## config.mk

```make
export PLATFORM = sky130hd
export DESIGN_NAME = mctpra_front
export DESIGN_NICKNAME = d
export VERILOG_FILES = /design/src/hw/rtl/mctpra_pkg.sv /design/src/hw/rtl/mctpra_front.sv
export SDC_FILE = /design/constraint.sdc
export NUM_CORES = 1
export LEC_CHECK = 0
export ABC_CLOCK_PERIOD_IN_PS = 2000
export BUFFER_PORTS_ARGS = -buffer_cell sky130_fd_sc_hd__buf_2
export CAP_MARGIN = 20
export CELL_PAD_IN_SITES_DETAIL_PLACEMENT = 1
export CELL_PAD_IN_SITES_GLOBAL_PLACEMENT = 2
export CORE_UTILIZATION = 19
export CTS_CLUSTER_SIZE = 30
export DETAILED_ROUTE_END_ITERATION = 8
export HOLD_SLACK_MARGIN = 0.15
export PLACE_DENSITY_LB_ADDON = 0.1
export SLEW_MARGIN = 10
export SYNTH_ARGS = -nofsm -noshare
export SYNTH_HDL_FRONTEND = slang
export SYNTH_SLANG_ARGS = --single-unit
export TNS_END_PERCENT = 5
```

## constraint.sdc

```tcl
create_clock -name clk_i -period 2 [get_ports clk_i]
set_clock_uncertainty 0.1 [all_clocks]
set_input_delay 0.1 -clock clk_i [delete_from_list [all_inputs] [get_ports clk_i]]
set_output_delay 0.1 -clock clk_i [all_outputs]
set_load 0.03 [all_outputs]
```

## src/hw/rtl/mctpra_pkg.sv

```systemverilog
// Shared types and constants for the MCTP-over-SMBus packet reassembler.
package mctpra_pkg;

  localparam int unsigned BufferBytes = 1024;
  localparam int unsigned HeaderBytes = 7;
  localparam int unsigned BufAw       = $clog2(BufferBytes);
  localparam int unsigned LenW        = BufAw + 1;
  localparam int unsigned IdxW        = LenW + 1;
  localparam int unsigned PosW        = 8;
  localparam int unsigned PktLenW     = PosW + 1;
  localparam int unsigned HdrIdxW     = $clog2(HeaderBytes);
  localparam int unsigned QDepth      = 2;
  localparam int unsigned QAw         = $clog2(QDepth);
  localparam int unsigned QCntW       = $clog2(QDepth + 1);

  localparam logic [PosW-1:0] PosMax = '1;

  localparam logic [HdrIdxW-1:0] HdrCount   = 3'd1;
  localparam logic [HdrIdxW-1:0] HdrSrcAddr = 3'd2;
  localparam logic [HdrIdxW-1:0] HdrVersion = 3'd3;
  localparam logic [HdrIdxW-1:0] HdrDstEp   = 3'd4;
  localparam logic [HdrIdxW-1:0] HdrSrcEp   = 3'd5;
  localparam logic [HdrIdxW-1:0] HdrFlags   = 3'd6;

  localparam logic FuncRxByte = 1'b0;
  localparam logic FuncRead   = 1'b1;

  localparam logic ResStatus = 1'b0;
  localparam logic ResRead   = 1'b1;

  localparam logic RegOwnEp  = 1'b0;
  localparam logic RegMinLen = 1'b1;

  typedef enum logic [1:0] {
    OP_READ,
    OP_HEADER,
    OP_PAYLOAD
  } op_kind_e;

  typedef enum logic [2:0] {
    ST_FRAGMENT,
    ST_COMPLETE,
    ST_SHORT,
    ST_COUNT,
    ST_ENDPOINT,
    ST_SEQUENCE,
    ST_OVERFLOW
  } status_e;

  typedef struct packed {
    op_kind_e        kind;
    logic [7:0]      data;
    logic            last;
    logic [PosW-1:0] pos;
    logic [BufAw-1:0] ridx;
  } op_t;

endpackage

```

## src/hw/rtl/mctpra_front.sv

```systemverilog
// Front end: tracks the byte position within a packet and classifies each request.
module mctpra_front
  import mctpra_pkg::*;
(
  input  logic             clk_i,
  input  logic             rst_ni,
  input  logic             in_valid_i,
  output logic             in_ready_o,
  input  logic             in_func_i,
  input  logic [7:0]       in_byte_i,
  input  logic             in_last_i,
  input  logic [BufAw-1:0] in_ridx_i,
  output logic             op_valid_o,
  input  logic             op_ready_i,
  output op_t              op_o
);

  logic [PosW-1:0] pos_q, pos_d;
  logic            take;

  assign in_ready_o = op_ready_i;
  assign op_valid_o = in_valid_i;
  assign take       = in_valid_i && op_ready_i && (in_func_i == FuncRxByte);

  always_comb begin
    op_o.data = in_byte_i;
    op_o.last = in_last_i;
    op_o.pos  = pos_q;
    op_o.ridx = in_ridx_i;
    if (in_func_i == FuncRead) begin
      op_o.kind = OP_READ;
    end else if (pos_q < PosW'(HeaderBytes)) begin
      op_o.kind = OP_HEADER;
    end else begin
      op_o.kind = OP_PAYLOAD;
    end
  end

  always_comb begin
    pos_d = pos_q;
    if (take) begin
      if (in_last_i) begin
        pos_d = '0;
      end else if (pos_q != PosMax) begin
        pos_d = pos_q + PosW'(1);
      end
    end
  end

  always_ff @(posedge clk_i or negedge rst_ni) begin
    if (!rst_ni) begin
      pos_q <= '0;
    end else begin
      pos_q <= pos_d;
    end
  end

endmodule

```

# ---- Word-level counts from Yosys, hierarchy flattened
# Cells that the tools add are included.
dict set report totals {
  register_bits 8
  latch_bits 0
  mem_bits_rw 0
  rom_bits 0
  in_bits 24
  output_inout_bits 31
  mem_count 0
}
dict set report classes {
  n_addsub 1
  multipliers 0
  n_div 0
  order_cmp 1
  eq_ne 1
  n_shift 0
  n_mux 4
  n_bitwise 1
  reduce_logical 4
}
# operator n
set ops {}
lappend ops {{8-bit two-way mux} 2}
lappend ops {{8-bit by 1-bit adder with 8-bit output, second input constant} 1}
lappend ops {{8-bit by 3-bit less-than comparator with 1-bit output, second input constant} 1}
lappend ops {{8-bit inequality test, second input constant} 1}
lappend ops {{2-bit two-way mux} 2}
lappend ops {{1-bit logical AND} 2}
lappend ops {{2-bit AND reduction} 1}
lappend ops {{2-bit nonzero test} 1}
lappend ops {{1-bit NOT} 1}

# ---- Longest topological paths before layout
dict set report depth {
  depth_word 3
  depth_mapped 5
  mapped_depth_nobuf 5
}

# ---- Least setup slack after synthesis
# Ideal clock, no wire load.
dict set report synth_timing {
  path_type {register to register}
  from {register pos_q[0]}
  to {register pos_q[5]}
  setup_time_ns 0.124
  t_arrival_ns 1.484
  required_time_ns 1.776
  path_slack_ns 0.292
  path_stages_with_launch 6
  n_path_buf 0
  period_less_slack_ns 1.708
  path_cell_list {dfrtp_1 ha_1 nand3_2 o21ai_2 nor3_1 a211o_1}
}
dict set report synth_between {
  elab_chain_cells 3
  elab_cells_between_ends 6
  cone_classes {1 x add/sub; 1 x eq/ne; 2 x mux; 2 x reduce/logical}
}
# element line_no
set synth_rtl {}
lappend synth_rtl {{start, declared} mctpra_front.sv:18} ;# logic [PosW-1:0] pos_q, pos_d;
lappend synth_rtl {{start signal, assigned} mctpra_front.sv:54} ;# pos_q <= pos_d;
lappend synth_rtl {{8-bit by 1-bit adder with 8-bit output or 8-bit inequality test (tied branches)} {mctpra_front.sv:45, mctpra_front.sv:44}}
lappend synth_rtl {{8-bit two-way mux or 2-bit nonzero test (tied branches)} --}
lappend synth_rtl {{8-bit two-way mux or 2-bit AND reduction (tied branches)} --}
# Parallel ways exist; a longest one is shown, timed or not. The select of a mux whose other input is x is not followed.
# A chain may end at the register's enable or synchronous reset.

==> impl_metrics.tcl <==
set metrics [dict create \
    rows 21 \
    synth_top_family_by_area "buffers and inverters" \
    portBuffers 18 \
    clk_pin_slew_ns 0.07 \
    drt_pass1_iterations 2 \
    min_path_type "input pin to flop" \
    coreArea_mm2 0.00336 \
    synth_seq_area_share 0.299 \
    htreeDepth 1 \
    cp-startpoint "pos_q[0]" \
    syn-num-nets 104 \
    clk_latency_ns 0.26 \
    synth-simple-area-share 0.211 \
    initial_core_util 0.199 \
    drc 0 \
    cts.sinks 8 \
    place_congestion 0.749 \
    run_status "finished, final reports clean" \
    synth_cell_types 26 \
    path_max_fanout 5 \
    nNetsFinal 127 \
    reg_top3 "pos_q (8)" \
    globalRoute.totalOverflow 0 \
    yosys_warnings 0 \
    fp.dieW_um 61.4 \
    avgSynthCellArea_um2 8.49 \
    period_needed_ns 1.74 \
    leakagePower_uw 0.000407 \
    final_area_um2 893 \
    cp-end-kind "output port" \
    cap_violations 0 \
    drt.antenna.violating_nets 0 \
    critPathMaxStageDelay_ns 0.41 \
    first_global_vias 596 \
    die_h_um 61.4 \
    place_area_um2 661 \
    worstPathRequired_ns 1.80 \
    postSynthCellCount 79 \
    ys_ff_latch 8 \
    start_kind "flop" \
    finalSetupTns_ns 0 \
    multiInputGateArea_um2 294 \
    area_growth_syn_to_layout_pct 33.2 \
    die_area_mm2 0.00377 \
    finalSetupViolations 0 \
    vdd_drop_max_mv 0.197 \
    slew-limit-headroom 0.694 \
    drtIter0Drc 6 \
    grt_usage 0.120 \
    grt_setup_unrepaired "no" \
    worstPathArrival_ns 1.54 \
    num-fill-cells 434 \
    min-delay-start "op_ready_i" \
    whs_ns 0.223 \
    cts_setup_buffers 0 \
    worst_pin_slew_ns 0.457 \
    grt_max_degree 10 \
    antenna_found_initial 0 \
    cts_tree "yes" \
    crit_type "flop to output port" \
    route.vias.total 642 \
    ctsLongestPathBuffers 2 \
    grt_pass1_wl_um 3070 \
    wl_per_cell_um 14.0 \
    largest_register_ffs 8 \
    final-max-slew-violation-count 0 \
    synth_xor_area_frac 0 \
    cts-buffers-inserted 3 \
    wl_um 2040 \
    synthMuxAreaShare 0 \
    regMostFlops "pos_q" \
    hold_viol 0 \
    synth_fa_ha_area_frac 0.0187 \
    drive_gt1_frac 0.260 \
    vias_per_cell 4.40 \
    dp_hpwl_um 1390 \
    synth_area_um2 671 \
    crit_path_top_delay_cell "dfrtp_1" \
    power.density_mw_per_mm2 724 \
    cts-root-buf "clkbuf_4" \
    crit_chain "ha_1 > a21oi_1 > nand2_1 > nor2_1 > buf_2" \
    period_share 0.868 \
    antennaDiodeCount 0 \
    fmax_ghz 0.576 \
    seq_area_um2 200 \
    num_io_pins 55 \
    synth-compound-area-share 0.209 \
    r2r-start "pos_q[0]" \
]
-- synth_stat cells --
cell | n | area, µm²
buf_4 | 21 | 158
dfrtp_1 | 8 | 200
a21oi_1 | 6 | 30.0
inv_1 | 5 | 18.8
nand2_1 | 5 | 18.8
o21ai_1 | 5 | 25.0
o31ai_1 | 4 | 30.0
nor2_1 | 3 | 11.3
nor3_1 | 3 | 15.0
nand3_2 | 2 | 20.0
o21ai_0 | 2 | 10.0
a211o_1 | 1 | 8.76
a2bb2oi_1 | 1 | 8.76
and3_1 | 1 | 6.26
and3_4 | 1 | 11.3
and3b_1 | 1 | 8.76
and4bb_1 | 1 | 12.5
ha_1 | 1 | 12.5
nand3_1 | 1 | 5.00
nand3b_1 | 1 | 7.51
nand4_1 | 1 | 6.26
nand4_2 | 1 | 12.5
nor4_1 | 1 | 6.26
o211a_1 | 1 | 10.0
o21ai_2 | 1 | 8.76
o41ai_1 | 1 | 8.76
-- kinds of logic after synthesis --
logic type               count (synthesis)
flip-flops                               8
AO/OA/AOI/OAI                           22
buffers and inverters                   26
adder cells (fa/ha/maj)                  1
AND/OR/NAND/NOR                         22
-- stage by stage --
stage | util | total power, µW | std cells | setup WS [ns]
after CTS | 0.266 | 656 | 146 | 0.224
after floorplan | - | 437 | 79 | 0.292
after global placement | 0.196 | 440 | 122 | 0.366
after global routing | 0.266 | 696 | 146 | 0.133
final | 0.266 | 647 | 146 | 0.265
after detailed placement | 0.196 | 439 | 122 | 0.318
-- critical path: cells and delay by family, from the launching register on --
| kind | cells | cell delay, ns |
|---|---|---|
| flops | 1 | 0.41 |
| fa+ha+maj | 1 | 0.27 |
| compound gates | 1 | 0.23 |
| buf+inv | 1 | 0.19 |
| simple gates | 2 | 0.17 |
-- per-layer routing --
layer | track usage | share of wire
met1 | 0.161 | 0.43
met5 | 0 | 0
met4 | 0.0476 | 0
met2 | 0.194 | 0.51
met3 | 0.0189 | 0.055
-- timing repair --
action / in CTS / in global routing
gates resized for setup: 0 / 0
hold buffers: 21 / 0
hold endpoints to repair: 27 / 0
-- where the power goes --
group / internal [µW] / switching, µW / total, µW
Combinational: 93.4 / 182 / 276
Sequential: 186 / 44.8 / 230
Clock: 69.5 / 71.0 / 140
-- layout by cell type (no fill, tap or decap), types with 3 or more instances in the layout --
cell	count
clkbuf_4	3
inv_1	5
nor2_1	3
a21oi_1	6
o31ai_1	4
nand2_1	5
dlygate4sd3_1	21
buf_2	18
nor3_1	3
o21ai_1	5
dfrtp_1	8
-- final timing paths --
| kind | to | slack, ns | cells after the start |
|---|---|---|---|
| worst max-delay path | op_o[27] | 0.26 | 5 |
| worst min-delay path | pos_q[7] | 0.22 | 3 |
| worst max register to register | pos_q[5] | 0.33 | 5 |
| worst min register to register | pos_q[0] | 0.44 | 1 |
| max in group asynchronous | pos_q[0] | 0.75 | 3 |
| min in group asynchronous | pos_q[7] | 0.73 | 3 |
-- layout make-up --
class	count	area share
Clock buffer	3	0.0252
Sequential cell	8	0.224
Inverter	5	0.0210
Tap cell	46	0.0644
Multi-Input combinational cell	45	0.329
Timing Repair Buffer	39	0.336
(Power assumes the default switching activity.)
