$ cat config.mk
export PLATFORM = sky130hd
export DESIGN_NAME = mctpra_queue
export DESIGN_NICKNAME = d
export VERILOG_FILES = /design/src/hw/rtl/mctpra_pkg.sv /design/src/hw/rtl/mctpra_queue.sv
export SDC_FILE = /design/constraint.sdc
export NUM_CORES = 1
export LEC_CHECK = 0
export BUFFER_PORTS_ARGS = -buffer_cell sky130_fd_sc_hd__buf_2
export CORE_ASPECT_RATIO = 0.6
export CORE_MARGIN = 10
export CORE_UTILIZATION = 45
export DETAILED_ROUTE_END_ITERATION = 7
export PLACE_DENSITY = 0.7
export SETUP_SLACK_MARGIN = 0.05
export SLEW_MARGIN = 30
export SYNTH_ARGS = -nofsm -noshare
export SYNTH_HDL_FRONTEND = slang
export SYNTH_SLANG_ARGS = --single-unit
$ cat constraint.sdc
create_clock -name clk_i -period 3.1 [get_ports clk_i]
set_clock_uncertainty 0.1 [all_clocks]
set_input_delay 0.155 -clock clk_i [delete_from_list [all_inputs] [get_ports clk_i]]
set_output_delay 0.155 -clock clk_i [all_outputs]
set_load 0.02 [all_outputs]
$ cat src/hw/rtl/mctpra_pkg.sv
// Shared types and constants for the MCTP-over-SMBus packet reassembler.
package mctpra_pkg;

  localparam int unsigned BufferBytes = 1024;
  localparam int unsigned HeaderBytes = 7;
  localparam int unsigned BufAw       = $clog2(BufferBytes);
  localparam int unsigned LenW        = BufAw + 1;
  localparam int unsigned IdxW        = LenW + 1;
  localparam int unsigned PosW        = 8;
  localparam int unsigned PktLenW     = PosW + 1;
  localparam int unsigned HdrIdxW     = $clog2(HeaderBytes);
  localparam int unsigned QDepth      = 2;
  localparam int unsigned QAw         = $clog2(QDepth);
  localparam int unsigned QCntW       = $clog2(QDepth + 1);

  localparam logic [PosW-1:0] PosMax = '1;

  localparam logic [HdrIdxW-1:0] HdrCount   = 3'd1;
  localparam logic [HdrIdxW-1:0] HdrSrcAddr = 3'd2;
  localparam logic [HdrIdxW-1:0] HdrVersion = 3'd3;
  localparam logic [HdrIdxW-1:0] HdrDstEp   = 3'd4;
  localparam logic [HdrIdxW-1:0] HdrSrcEp   = 3'd5;
  localparam logic [HdrIdxW-1:0] HdrFlags   = 3'd6;

  localparam logic FuncRxByte = 1'b0;
  localparam logic FuncRead   = 1'b1;

  localparam logic ResStatus = 1'b0;
  localparam logic ResRead   = 1'b1;

  localparam logic RegOwnEp  = 1'b0;
  localparam logic RegMinLen = 1'b1;

  typedef enum logic [1:0] {
    OP_READ,
    OP_HEADER,
    OP_PAYLOAD
  } op_kind_e;

  typedef enum logic [2:0] {
    ST_FRAGMENT,
    ST_COMPLETE,
    ST_SHORT,
    ST_COUNT,
    ST_ENDPOINT,
    ST_SEQUENCE,
    ST_OVERFLOW
  } status_e;

  typedef struct packed {
    op_kind_e        kind;
    logic [7:0]      data;
    logic            last;
    logic [PosW-1:0] pos;
    logic [BufAw-1:0] ridx;
  } op_t;

endpackage

$ cat src/hw/rtl/mctpra_queue.sv
// Two-entry request queue between the front end and the back end.
module mctpra_queue
  import mctpra_pkg::*;
(
  input  logic clk_i,
  input  logic rst_ni,
  input  logic in_valid_i,
  output logic in_ready_o,
  input  op_t  in_op_i,
  output logic out_valid_o,
  input  logic out_ready_i,
  output op_t  out_op_o
);

  op_t              mem_q [QDepth];
  logic [QAw-1:0]   wr_ptr_q, wr_ptr_d;
  logic [QAw-1:0]   rd_ptr_q, rd_ptr_d;
  logic [QCntW-1:0] count_q, count_d;
  logic             push, pop;

  assign in_ready_o  = (count_q != QCntW'(QDepth));
  assign out_valid_o = (count_q != '0);
  assign out_op_o    = mem_q[rd_ptr_q];
  assign push        = in_valid_i && in_ready_o;
  assign pop         = out_valid_o && out_ready_i;

  always_comb begin
    wr_ptr_d = wr_ptr_q;
    rd_ptr_d = rd_ptr_q;
    count_d  = count_q;
    if (push) begin
      wr_ptr_d = wr_ptr_q + QAw'(1);
    end
    if (pop) begin
      rd_ptr_d = rd_ptr_q + QAw'(1);
    end
    if (push && !pop) begin
      count_d = count_q + QCntW'(1);
    end else if (pop && !push) begin
      count_d = count_q - QCntW'(1);
    end
  end

  always_ff @(posedge clk_i or negedge rst_ni) begin
    if (!rst_ni) begin
      wr_ptr_q <= '0;
      rd_ptr_q <= '0;
      count_q  <= '0;
    end else begin
      wr_ptr_q <= wr_ptr_d;
      rd_ptr_q <= rd_ptr_d;
      count_q  <= count_d;
    end
  end

  always_ff @(posedge clk_i) begin
    if (push) begin
      mem_q[wr_ptr_q] <= in_op_i;
    end
  end

  a_count_bound: assert property (@(posedge clk_i) disable iff (!rst_ni)
    count_q <= QCntW'(QDepth))
    else $error("queue count exceeds depth");

  a_push_grows: assert property (@(posedge clk_i) disable iff (!rst_ni)
    (push && !pop) |=> (count_q == $past(count_q) + QCntW'(1)))
    else $error("queue count did not grow on push");

  a_pop_shrinks: assert property (@(posedge clk_i) disable iff (!rst_ni)
    (pop && !push) |=> (count_q == $past(count_q) - QCntW'(1)))
    else $error("queue count did not shrink on pop");

endmodule

# Word-level counts from Yosys, hierarchy flattened
# Memory sizes are Yosys's and may differ from the RTL's.
# Cells that the tools add are included.
# totals
reg_bits,4
ramBits,58
in_bits,33
out_inout_bits,31
elab_cells,21
n_memories,1
# op_classes
add_sub_neg,4
eq_ne,1
muxes,4
n_reduce_logical,8
# mem_list
memory,words,word_bits,rd,rd_ports_with_merged_regs,write_ports,line,text
mem_q,2,29,1,0,1,mctpra_queue.sv:15,op_t mem_q [QDepth];
# op_table
operator,count
$logic_and A1 B1 Y1,4
$mux W2,2
$reduce_bool A2 Y1,2
$add A1 B1 Y1 const B,2
$add A2 B1 Y2 const B,1
$logic_not A1 Y1,2
$mux W1,2
$ne A2 B2 Y1 const B,1
$sub A2 B1 Y2 const B,1

# Logic depth before layout (Yosys ltp)
# Gate-level depths: netlist of run 1.
# logic_depth
ltp_word,6
ltp_mapped,7
mapped_depth_nobuf,7

# Worst setup path after synthesis of run 1
# Ideal clock, no wire load.
# synth_path
path_type,register -> register
start,register count_q[0]
end,memory mem_q[0][0] (netlist name) (enable)
setup_ps,415
arrival_ps,1913
t_required_ps,2585
slack_ps,673
path_stages_with_launch,4
path_buffers,0
period_less_slack_ps,2427
path_cell_list,dfrtp_1 > nand2b_4 > nand2_1 > nor2_1
# synth_via
elab_chain_cells,4
# synth_rtl
element,line,text
start: declaration,mctpra_queue.sv:18,"logic [QCntW-1:0] count_q, count_d;"
start signal: assignment,mctpra_queue.sv:52,count_q <= count_d;
$ne A2 B2 Y1,mctpra_queue.sv:21,assign in_ready_o = (count_q != QCntW'(QDepth));
via in_ready_o,mctpra_queue.sv:8,"output logic in_ready_o,"
$logic_and A1 B1 Y1,mctpra_queue.sv:24,assign push = in_valid_i && in_ready_o;
$mux W1,mctpra_queue.sv:57,if (push) begin
$mux W1 (not written as such),mctpra_queue.sv:58,mem_q[wr_ptr_q] <= in_op_i;
end: declaration,mctpra_queue.sv:15,
# The timed path passes the listed nets, and every way through them passes these cells.

==> impl_metrics.toml, run 1 <==
[outcome]
status = "finished clean"

[floorplanning]
start_util_pct = 46.2
die_w_um = 113
io-pin-count = 64
die_y_um = 75.5
rows = 20
die_area_um2 = 8500
core_um2 = 5000

[logic_synthesis]
synth_area_per_cell_um2 = 21.4
synthArstFlopShare_pct = 6.45
ys_top_cells_by_area = "edfxtp_1 (75%), mux2_2 (14%), dfrtp_1 (4.3%)"
synth_top_area_share_pct = 75.3
synthCells = 108
synth.distinct_cells = 14
synthTopCellsByCount = "edfxtp_1 (58), mux2_2 (29), dfrtp_1 (4)"
yosys.area.top_type = "edfxtp_1"
ys_seq_area_share_pct = 79.6
synth_nets = 142
yosys_warnings = 0
synth_enable_flop_cells = 58
ys_ff_latch = 62
synth_most_common_cell = "edfxtp_1"
synthesis.area_um2 = 2310
synth_flop_cell = "edfxtp_1"

[sta]
rsz0062_at_grt = "no"
final.period_utilization_pct = 73.6
fmax_mhz = 438
tightest_slew_ns = 0.788
setup_tns_ns = 0
min_period_ns = 2.28
slew_headroom_pct = 47.4
slew_violations = 0
setup_viol = 0
hold_viol = 0

[setup_path]
critical_path_class = "flip-flop to output pin"
required_ns = 2.84
path_max_fanout = 20
r2r_slack_ns = 1.50
cp_data_arrival_time_ns = 2.03
end_kind = "output pin"
critPathLaunchType = "flip-flop"

[detailed_routing]
antenna_left = 0
drc = 0
num_vias = 1291
dr.pass1.iters = 4
wl_per_cell_um = 15.8
routed_wl_mm = 4.50
via_per_inst = 4.55
drt_iter0_drc = 53

[final_layout]
nFillCells = 368
area_growth_pct = 40.1
fin_util_pct = 64.8
fin_cells = 284
nNetsFinal = 247
insertedDiodeCount = 0
layout-drive-gt1-share_pct = 50.9

[place]
placedCellCount = 237
place_hpwl_mm = 3.03
io_buffers = 63
place_congestion = 0.750

[grt]
antenna_found_initial = 0
globalRouteTotalUtil_pct = 11.5
grt_overflow = 0
grt_pass1_wl_mm = 7.47
grt_pass1_vias = 1532
grt_max_degree = 30

[job]
maxCapViolCount = 0

[clock_tree]
clock_path_buffers = 2
ctsHoldBuffers = 31
htree_levels = 3
cts_tree = "done"
cts-resized-gates = 0
cts_buffers = 9
insertion_delay_ns = 0.32
post_cts_buffers = 0
cts_root_buffer = "clkbuf_8"
path_clk_slew_ns = 0.06
cts.sinks = 62

[pwr]
p_per_area_nw_per_um2 = 935
p_int_mw = 2.10
ir_drop_mv = 0.488
p_sw_mw = 0.931
comb_power_share_pct = 32.0
switching_share_pct = 30.7
clkPwrFrac_pct = 26.5
leakagePower_nw = 1.26
seqPwrFrac_pct = 41.5

[worst_hold_path]
min_path_type = "primary input to async pin"
==> flip-flops by register name, indices dropped and copies added, names as in the netlist <==
name / count
count_q: 2
rd_ptr_q: 1
mem_q: 58
wr_ptr_q: 1
==> final cells by class <==
cell class,count,area [µm²],area share (%)
clock buffer,11,131,4.05
tap,66,82.6,2.55
inverter,1,3.75,0.116
multi-input combinational,42,437,13.5
clock inverter,5,97.6,3.01
sequential,62,1840,56.8
timing repair buffer,97,648,20.0
==> final timing paths <==
| path | cells after the start | from | endpoint |
|---|---|---|---|
| max | 3 | rd_ptr_q | out_op_o[12] |
| min | 2 | rst_ni | count_q[1] |
| max reg2reg | 4 | count_q[0] | mem_q[0][25] |
| max in group asynchronous | 2 | rst_ni | wr_ptr_q |
| min in group clk_i | 3 | in_valid_i | wr_ptr_q |
| min reg2reg | 1 | count_q[0] | count_q[0] |
==> metal layers <==
layer  part of all wire (%)  track usage (%)  up-vias  routed length, µm
met3                    9.7             6.92        0                438
li1                       -                -      626                  -
met4                      0             3.78        0                  0
met2                     46             18.1       49               2060
met1                     45             12.8      616               2000
met5                      0                0        -                  0
==> layout by cell type (no fill, tap or decap) <==
cell           instances
buf_2                 63
edfxtp_1              58
dlygate4sd3_1         31
mux2_2                29
clkbuf_8               9
dfrtp_1                4
xnor2_1                3
bufinv_16              3
buf_4                  3
xor2_1                 2
clkinv_1               2
clkbuf_1               2
nand2b_4               1
nand2_1                1
inv_1                  1
or2_4                  1
nand2_4                1
and3_1                 1
nor2_2                 1
nor2_1                 1
ha_1                   1
==> per-stage QoR <==
stage          hold slack, ns  setup slack (ns)  power, mW  instance area, µm²
2_1_floorplan          -0.241             0.673       1.94                2310
3_3_place_gp           -0.137              1.15       2.21                2700
3_5_place_dp           -0.128              1.12       2.23                2700
4_1_cts                0.0504             0.758       3.08                3240
5_1_grt                0.0698             0.651       3.21                3240
6_report               0.0690             0.817       3.03                3240
==> critical path, stage by stage, from the launching register on <==
cell	delay [ns]
dfrtp_1	0.86
buf_4	0.32
mux2_2	0.37
buf_2	0.16
==> cells by family after synthesis <==
| family | share of synthesized area [%] |
|---|---|
| flip-flops | 79.6 |
| multiplexers | 14.1 |
| AND/OR/NAND/NOR | 2.22 |
| XOR/XNOR | 1.89 |
| buffers and inverters | 1.62 |
| adder cells (fa/ha/maj) | 0.541 |
==> power by group through the flow <==
stage          Sequential (mW)  Clock (mW)  Combinational (mW)
2_1_floorplan             1.22           0               0.722
4_1_cts                   1.26       0.826               0.990
3_3_place_gp              1.27           0               0.939
3_5_place_dp              1.28           0               0.954
5_1_grt                   1.28       0.873                1.05
6_report                  1.26       0.803               0.971
(Power assumes the default switching activity.)
==> run 2: changes to the inputs <==
Settings changed: ABC_AREA set to 1, PLACE_DENSITY 0.7 to 0.73.
Clock period 3.1 ns to 2.1 ns, I/O delays scaled along.
==> run 2 against run 1 <==
Compared with the run above:
- synthesized cell count increased by 67%
- via count increased by 24%
- critical path depth increased by 1
- clock power decreased by 0.6%
- cell count increased by 24%
- critical endpoint is now out_op_o[4]
- synthesized area increased by 1.3%
- count of clock-buffer cells in the layout unchanged
- largest cell class unchanged
- sequential cell count unchanged
- highest routed layer is now met4
- core utilization decreased by 0.94 points
- cell area decreased by 0.46%
- non-clock buffer count increased by 1
==> impl_metrics.toml, run 2 <==
[setup_path]
cp_top_family = "buffers and inverters"
cp_data_arrival_time_ns = 1.47
crit_slowest_cell = "dfrtp_1"
crit_top_cell = "nand2_1"
critical_path_class = "flip-flop to output pin"
end_kind = "output pin"
required_ns = 1.89
worst-path-buf-inv = 2
r2r_slack_ns = 0.53
path_max_fanout = 30
max_stage_delay_ns = 0.39
critPathLaunchType = "flip-flop"
cp_cell_sequence = "inv_2, nand2_1, nand2_1, buf_2"

[sta]
min_period_ns = 1.68
setup_tns_ns = 0
slew_headroom_pct = 67.0
tightest_slew_ns = 0.495
fmax_mhz = 595
setup_viol = 0
hold_viol = 0
slew_violations = 0
setup_slack_ns = 0.421
rsz0062_at_grt = "no"
final.period_utilization_pct = 80.0
hold_ws_ns = 0.0316

[place]
place_congestion = 0.736
dpl_cell_area_um2 = 2760
place_hpwl_mm = 3.41
placedCellCount = 306
place_ws_ns = 0.532
io_buffers = 63

[final_layout]
area_growth_pct = 37.7
top_register = "mem_q"
final_common_cell = "nand2_1"
regArea_um2 = 1840
fin_cells = 352
largest_register_ffs = 58
fin_area_um2 = 3230
fin_util_pct = 63.8
insertedDiodeCount = 0
nNetsFinal = 317
nFillCells = 391
multi_input_area_um2 = 460
final_cell_mix = "nand2_1 (93), buf_2 (63), edfxtp_1 (58), dlygate4sd3_1 (32), clkbuf_8 (9)"
layout-drive-gt1-share_pct = 30.8
top_regs = "mem_q: 58 flops, count_q: 2 flops"

[grt]
globalRouteTotalUtil_pct = 13.0
grt_pass1_wl_mm = 8.65
grt_overflow = 0
grt_pass1_vias = 1742
grt_max_degree = 31
antenna_found_initial = 0

[worst_hold_path]
min_path_type = "primary input to flip-flop"

[floorplanning]
io-pin-count = 64
die_area_um2 = 8590
die_w_um = 113
rows = 20
die_y_um = 75.9
start_util_pct = 46.4
core_um2 = 5050

[clock_tree]
cts_root_buffer = "clkbuf_8"
cts_tree = "done"
path_clk_slew_ns = 0.06
cts.sinks = 62
insertion_delay_ns = 0.33
clock_path_buffers = 2
cts_buffers = 9
htree_levels = 3

[pwr]
design_power_total_mw = 4.30
ir_drop_mv = 0.714
p_per_area_nw_per_um2 = 1330
leakagePower_nw = 1.42

[job]
maxCapViolCount = 0

[logic_synthesis]
synthCells = 180
ys_ff_latch = 62
synth_enable_flop_cells = 58
ys_seq_area_share_pct = 78.6
synthesis.area_um2 = 2340
yosys.area.top_type = "edfxtp_1"
synth.distinct_cells = 14
synthTopCellsByCount = "nand2_1 (93), edfxtp_1 (58), buf_2 (6)"
synth_most_common_cell = "nand2_1"
synth_nets = 214
synth_area_per_cell_um2 = 13.0
synth_top_area_share_pct = 74.3
synthArstFlopShare_pct = 6.45
ys_top_cells_by_area = "edfxtp_1 (74%), nand2_1 (15%), dfrtp_1 (4.3%)"
synth_flop_cell = "edfxtp_1"
yosys_warnings = 0

[outcome]
status = "finished clean"

[detailed_routing]
drt_iter0_drc = 85
dr.pass1.iters = 4
routed_wl_mm = 5.26
drc = 0
num_vias = 1602
antenna_left = 0
via_per_inst = 4.55
wl_per_cell_um = 14.9
==> run 2: worst register-to-register path, stage by stage, from the launching register on <==
cell and delay [ns]:
dfrtp_1 0.41, inv_2 0.09, nand2_4 0.07, nand2_4 0.09, nor2_4 0.09, buf_4 0.37
==> run 2: area by class of cell <==
type,instances,area share [%]
clock buffers,11,4.07
clock inverters,3,0.427
inverters,7,0.814
multi-input cells,105,14.3
flip-flops and latches,62,57.1
well taps,66,2.56
repair buffers,98,20.8
==> run 2: what timing repair did <==
item / 4_1_cts / 5_1_grt
hold buffers: 32 / 0
endpoints found under the hold margin: 63 / 0
gates resized for setup: 0 / 0
setup buffers: 0 / 0
==> run 2: cells by family (layout without fill, tap and decap cells) <==
| family | after synthesis | in the layout | synth area share, % |
|---|---|---|---|
| AND/OR/NAND/NOR | 102 | 102 | 17.4 |
| flip-flops | 62 | 62 | 78.6 |
| buffers and inverters | 13 | 119 | 2.40 |
| XOR/XNOR | 2 | 2 | 1.07 |
| adder cells (fa/ha/maj) | 1 | 1 | 0.534 |
==> run 2: path summary, 6_finish.rpt <==
| kind | from | end | cells past startpoint |
|---|---|---|---|
| max in group asynchronous | rst_ni | count_q[1] | 3 |
| setup reg to reg | count_q[0] | mem_q[1][10] | 5 |
| hold reg to reg | count_q[0] | count_q[0] | 1 |
| min in group asynchronous | rst_ni | rd_ptr_q | 3 |
| setup / recovery | rd_ptr_q | out_op_o[4] | 4 |
| hold / removal | in_valid_i | wr_ptr_q | 3 |
==> run 2: report_power, final <==
| group | total (mW) | internal [mW] | switching [mW] |
|---|---|---|---|
| logic | 1.71 | 0.523 | 1.19 |
| clock network | 0.798 | 0.406 | 0.391 |
| registers | 1.79 | 1.70 | 0.0971 |
| total | 4.30 | 2.63 | 1.68 |
==> run 2: metal layers <==
layer	wire [µm]	track usage (%)	up-vias
met2	2440	19.8	71
li1	-	-	803
met1	2230	14.7	724
met3	542	7.47	4
met4	43	4.92	0
met5	0	0	-
